## src/design/lti_pkg.sv

```systemverilog
// ----------------------------------------------------------------------------
// lti_pkg
// Shared types, codes and helpers of the leveled time index.
// ----------------------------------------------------------------------------
package lti_pkg;

   localparam int BLOCK_LINKS_DEF = 4;
   localparam int LEVELS_DEF      = 3;
   localparam int RESULT_CAP      = 32;
   localparam int CNT_W           = $clog2(RESULT_CAP + 1);

   typedef logic [1:0] status_type;
   localparam status_type ST_ADD_OK   = 2'd0;
   localparam status_type ST_ADD_FULL = 2'd1;
   localparam status_type ST_MATCH    = 2'd2;
   localparam status_type ST_NONE     = 2'd3;

   typedef struct packed {
      logic [63:0] ltime;
      logic [63:0] chunk;
      logic [63:0] address;
   } link_type;

   typedef enum logic [2:0] {
      EMIT_ADD_OK,
      EMIT_ADD_FULL,
      EMIT_NONE,
      EMIT_PEND_MORE,
      EMIT_PEND_LAST
   } emit_type;

   typedef struct packed {
      logic     accept;
      logic     merge_init;
      logic     m_read;
      logic     m_write;
      logic     m_next;
      logic     sort_init;
      logic     s_read_i;
      logic     s_key;
      logic     s_read_j;
      logic     s_shift;
      logic     s_place;
      logic     merge_done;
      logic     push;
      logic     scan_issue;
      logic     q_select;
      logic     new_pass;
      logic     emit;
      emit_type emit_sel;
   } cmd_type;

   typedef struct packed {
      logic kind;
      logic fill0_full;
      logic reject;
      logic m_more;
      logic m_last_src;
      logic s_more;
      logic j_zero;
      logic shift_gt;
      logic scan_last;
      logic found;
      logic have_pend;
      logic cnt_cap;
      logic out_free;
   } sts_type;

   function automatic logic [2:0] ctz6(input logic [5:0] v);
      logic [2:0] r;
      r = 3'd6;
      for (int i = 5; i >= 0; i--) begin
         if (v[i]) begin
            r = 3'(i);
         end
      end
      return r;
   endfunction

endpackage

```

## src/design/lti_ctrl.sv

```systemverilog
// ----------------------------------------------------------------------------
// lti_ctrl
// Sequencer: add, merge copy, insertion sort and query selection passes.
// ----------------------------------------------------------------------------
module lti_ctrl import lti_pkg::*; (
   input  logic    clock,
   input  logic    reset,
   input  logic    req_valid,
   output logic    req_ready,
   input  sts_type sts,
   output cmd_type cmd
);

   typedef enum logic [12:0] {
      ST_IDLE   = 13'b0000000000001,
      ST_ADD    = 13'b0000000000010,
      ST_M_RD   = 13'b0000000000100,
      ST_M_WR   = 13'b0000000001000,
      ST_S_LD   = 13'b0000000010000,
      ST_S_KEY  = 13'b0000000100000,
      ST_S_RDJ  = 13'b0000001000000,
      ST_S_CMP  = 13'b0000010000000,
      ST_PUSH   = 13'b0000100000000,
      ST_Q_SCAN = 13'b0001000000000,
      ST_Q_DRN  = 13'b0010000000000,
      ST_Q_END  = 13'b0100000000000,
      ST_Q_FIN  = 13'b1000000000000
   } state_type;

   state_type state_ff, state_in;

   assign req_ready = (state_ff == ST_IDLE);

   always_comb begin
      cmd      = '0;
      state_in = state_ff;
      unique case (state_ff)
         ST_IDLE: begin
            if (req_valid) begin
               cmd.accept = 1'b1;
               state_in   = sts.kind ? ST_Q_SCAN : ST_ADD;
            end
         end
         ST_ADD: begin
            if (!sts.fill0_full) begin
               state_in = ST_PUSH;
            end else if (sts.reject) begin
               if (sts.out_free) begin
                  cmd.emit     = 1'b1;
                  cmd.emit_sel = EMIT_ADD_FULL;
                  state_in     = ST_IDLE;
               end
            end else begin
               cmd.merge_init = 1'b1;
               state_in       = ST_M_RD;
            end
         end
         ST_M_RD: begin
            if (sts.m_more) begin
               cmd.m_read = 1'b1;
               state_in   = ST_M_WR;
            end else begin
               cmd.m_next = 1'b1;
               if (sts.m_last_src) begin
                  cmd.sort_init = 1'b1;
                  state_in      = ST_S_LD;
               end
            end
         end
         ST_M_WR: begin
            cmd.m_write = 1'b1;
            state_in    = ST_M_RD;
         end
         ST_S_LD: begin
            if (sts.s_more) begin
               cmd.s_read_i = 1'b1;
               state_in     = ST_S_KEY;
            end else begin
               cmd.merge_done = 1'b1;
               state_in       = ST_PUSH;
            end
         end
         ST_S_KEY: begin
            cmd.s_key = 1'b1;
            state_in  = ST_S_RDJ;
         end
         ST_S_RDJ: begin
            if (sts.j_zero) begin
               cmd.s_place = 1'b1;
               state_in    = ST_S_LD;
            end else begin
               cmd.s_read_j = 1'b1;
               state_in     = ST_S_CMP;
            end
         end
         ST_S_CMP: begin
            if (sts.shift_gt) begin
               cmd.s_shift = 1'b1;
               state_in    = ST_S_RDJ;
            end else begin
               cmd.s_place = 1'b1;
               state_in    = ST_S_LD;
            end
         end
         ST_PUSH: begin
            if (sts.out_free) begin
               cmd.push     = 1'b1;
               cmd.emit     = 1'b1;
               cmd.emit_sel = EMIT_ADD_OK;
               state_in     = ST_IDLE;
            end
         end
         ST_Q_SCAN: begin
            cmd.scan_issue = 1'b1;
            if (sts.scan_last) begin
               state_in = ST_Q_DRN;
            end
         end
         ST_Q_DRN: begin
            state_in = ST_Q_END;
         end
         ST_Q_END: begin
            if (sts.out_free) begin
               if (sts.found) begin
                  cmd.q_select = 1'b1;
                  cmd.emit     = sts.have_pend;
                  cmd.emit_sel = EMIT_PEND_MORE;
                  if (sts.cnt_cap) begin
                     state_in = ST_Q_FIN;
                  end else begin
                     cmd.new_pass = 1'b1;
                     state_in     = ST_Q_SCAN;
                  end
               end else begin
                  cmd.emit     = 1'b1;
                  cmd.emit_sel = sts.have_pend ? EMIT_PEND_LAST : EMIT_NONE;
                  state_in     = ST_IDLE;
               end
            end
         end
         ST_Q_FIN: begin
            if (sts.out_free) begin
               cmd.emit     = 1'b1;
               cmd.emit_sel = EMIT_PEND_LAST;
               state_in     = ST_IDLE;
            end
         end
         default: begin
            state_in = ST_IDLE;
         end
      endcase
   end

   always_ff @(posedge clock) begin
      if (reset) begin
         state_ff <= ST_IDLE;
      end else begin
         state_ff <= state_in;
      end
   end

endmodule

```

## config.mk

```make
export PLATFORM = sky130hd
export DESIGN_NAME = lti_ctrl
export DESIGN_NICKNAME = d
export VERILOG_FILES = /design/src/design/lti_pkg.sv /design/src/design/lti_ctrl.sv
export SDC_FILE = /design/constraint.sdc
export NUM_CORES = 1
export LEC_CHECK = 0
export BUFFER_PORTS_ARGS = -buffer_cell sky130_fd_sc_hd__buf_4
export CAP_MARGIN = 40
export CORE_MARGIN = 2
export CORE_UTILIZATION = 32
export CTS_CLUSTER_SIZE = 16
export DETAILED_ROUTE_END_ITERATION = 12
export GPL_TIMING_DRIVEN = 0
export PLACE_DENSITY = 0.66
export SLEW_MARGIN = 25
export SYNTH_ARGS = -nofsm -noshare
export SYNTH_HDL_FRONTEND = slang
export SYNTH_SLANG_ARGS = --single-unit
```

## constraint.sdc

```tcl
create_clock -name clock -period 4.7 [get_ports clock]
set_input_delay 0.47 -clock clock [delete_from_list [all_inputs] [get_ports clock]]
set_output_delay 0.47 -clock clock [all_outputs]
set_load 0.01 [all_outputs]
```

==> results.md <==
- Clk pin slew, worst setup/hold paths: 0.08 ns
- Post-synth top area share: 0.236
- Crit-path max cell delay: 0.58 ns
- Initial Util: 0.331
- Ranking of synthesized cells by area: dfxtp_1, nor2_1, nor3_1
- Status: finished clean
- H-tree Lvls: 1
- Clk_lat worst skew: 0.28 ns
- Setup bufs post-CTS: 0
- Root Driver: clkbuf_4
- Buf/Inv on CP: 2
- Filler cells: 364
- Synth Flop Type: dfxtp_1
- Crit. End Element: output port
- Cells after Synth: 156
- Max VDD drop: 127 uV
- YS warnings: 0
- Critical path's top delay family: simple AND/OR/NAND/NOR gates
- Ant diodes: 0
- Cts hold-fix bufs: 0
- Worst path required time: 4.23 ns
- Registers with the most flip-flops: state_ff (13)
- Post-CTS resize count: 0
- Critical path's slowest cell: nor4_1
- RSZ-0062 raised after global routing: false
- Ports: 37
- Worst-Margin Slew: 0.725 ns
- LEAKAGE: 0.617 nW
- Slew margin rel.: 0.512
- Vias per cell: 5.20
- Setup Crit Path Kind: flip-flop to output port
- Largest register FFs: 13
- Crit-path max FO: 10
- Hold WS: 0.446 ns
- Worst path cell trace: clkbuf_1, nor4_4, nand2_4, nor4_1, nand3_1, a21oi_1, buf_4
- ANT nets after route: 0
- Nets: 212
- Period utilization: 0.613
- Mean area per synthesized cell: 7.08 um2
- Total Wirelength: 3210 um
- # clock sinks: 13
- CP Data Arrival Time: 2.41 ns
- Netlist cell types: 44
- DRT iter0 DRCs: 50
- Initial antenna violation count: 0
- Core ar.: 3340 um2
- Routed wire per std cell: 13.3 um
- Final setup TNS: 0 ns
- GR Util All Layers: 0.167
- Register area share after synthesis: 0.236
- Max Root-Sink Buffers: 2
- Gp weighted congestion: 0.857
- Buffers on Ports: 35
- Max Clk Rate: 347 MHz
- Fin. Hold Viols: 0
- Synthesized net count: 172
- P per Cell Area: 218 nW/um2
- Total number of vias: 1253
- Die Wd: 62.8 um
- Worst hold path type: primary input to flip-flop
- Grt ovf: 0
- Final Setup Violations: 0
- DP Cell Count: 237
- Final non-filler cell total: 241
- Dominant cell type by area after synthesis: dfxtp_1
- Largest net degree at the start of global routing: 11
- Rows: 21
- Worst Clk Skew: 0.00227 ns
- Die area: 3940 um2
- Setup crit start kind: flip-flop
- # Max-Cap Violations: 0
- Post-Syn Area: 1100 um2
- Pre-antenna DRT Iters: 4
- Top-count cell post-synth: nor2_1
- Post-synth ARST share: 0
- # DRC: 0
- Minimum clock period: 2.88 ns
- First-pass GRT wire length: 5380 um
- Post-synth EDFFs: 0
- Vias in the first global route: 1168
- Die Height: 62.8 um
- Top cell types by occurrence after synthesis: nor2_1, dfxtp_1, nor3_1
- Power Total: 0.316 mW
- Pins Over Slew Limit: 0
- FF+latch count, synth: 13
- DP HPWL: 2480 um
- Area delta synth->final: 31.4%
- Share of cells above drive strength 1: 0.272
- Num CTS Buffers: 3
- CTS tree: built
- Largest Register: state_ff
[path summary, 6_finish.rpt]
| kind | from | endpoint | slack, ns | cells past startpoint |
|---|---|---|---|---|
| worst max-delay path | state_ff[7]$_SDFFE_PP0P_ | cmd[2] | 1.82 | 7 |
| worst min-delay path | sts[1] | state_ff[12]$_SDFFE_PP0P_ | 0.45 | 3 |
| worst max register to register | state_ff[7]$_SDFFE_PP0P_ | state_ff[0]$_SDFFE_PP1P_ | 2.42 | 7 |
| worst min register to register | state_ff[8]$_SDFFE_PP0P_ | state_ff[8]$_SDFFE_PP0P_ | 0.56 | 2 |
[stage by stage]
stage	instance area (um2)	setup WS, ns	util
after floorplan	1100	2.53	-
after global placement	1430	2.18	0.427
after detailed placement	1430	2.14	0.427
after CTS	1450	1.83	0.435
after global routing	1450	1.68	0.435
final	1450	1.82	0.435
[report_power, final]
| part | total [mW] | internal, mW | leakage (nW) | switching (mW) |
|---|---|---|---|---|
| logic | 0.123 | 0.0537 | 0.497 | 0.0693 |
| clock network | 0.0715 | 0.0329 | 0.0150 | 0.0386 |
| registers | 0.122 | 0.115 | 0.105 | 0.00676 |
| total | 0.316 | 0.202 | 0.617 | 0.115 |
[placed cells by master, fill, tap and decap left out, drive strengths merged, types with 8 or more instances in the layout]
cell type / n
buf: 41
nor2: 26
nor3: 14
dfxtp: 13
nand2: 12
inv: 10
nor4: 9
nand3: 8
a21oi: 8
clkbuf: 8
[layer usage]
| metal | vias up | wire [um] | GRT usage |
|---|---|---|---|
| met5 | - | 0 | 0 |
| met2 | 29 | 1460 | 0.273 |
| li1 | 649 | - | - |
| met4 | 0 | 29 | 0.0500 |
| met3 | 4 | 138 | 0.0252 |
| met1 | 571 | 1570 | 0.227 |
[cells by family after synthesis]
logic type,count (synthesis),synth area share
AO/OA/AOI/OAI,22,0.136
XOR/XNOR,5,0.0396
buffers and inverters,20,0.0838
flip-flops,13,0.236
AND/OR/NAND/NOR,96,0.505
[worst register-to-register path, delay by kind of cell, from the launching register on]
family	cells	cell delay (ns)
flops	1	0.30
compound gates	3	0.50
simple gates	3	1.12
buf+inv	1	0.23
[cell type report]
class	instances	area (um2)	share of cell area
multi-input combinational	123	752	0.518
timing repair buffer	35	263	0.181
sequential	13	260	0.179
tap	46	57.6	0.0397
buffer	10	55.1	0.0379
inverter	10	37.5	0.0259
clock buffer	4	26.3	0.0181
Power figures use the tool's default switching activity.
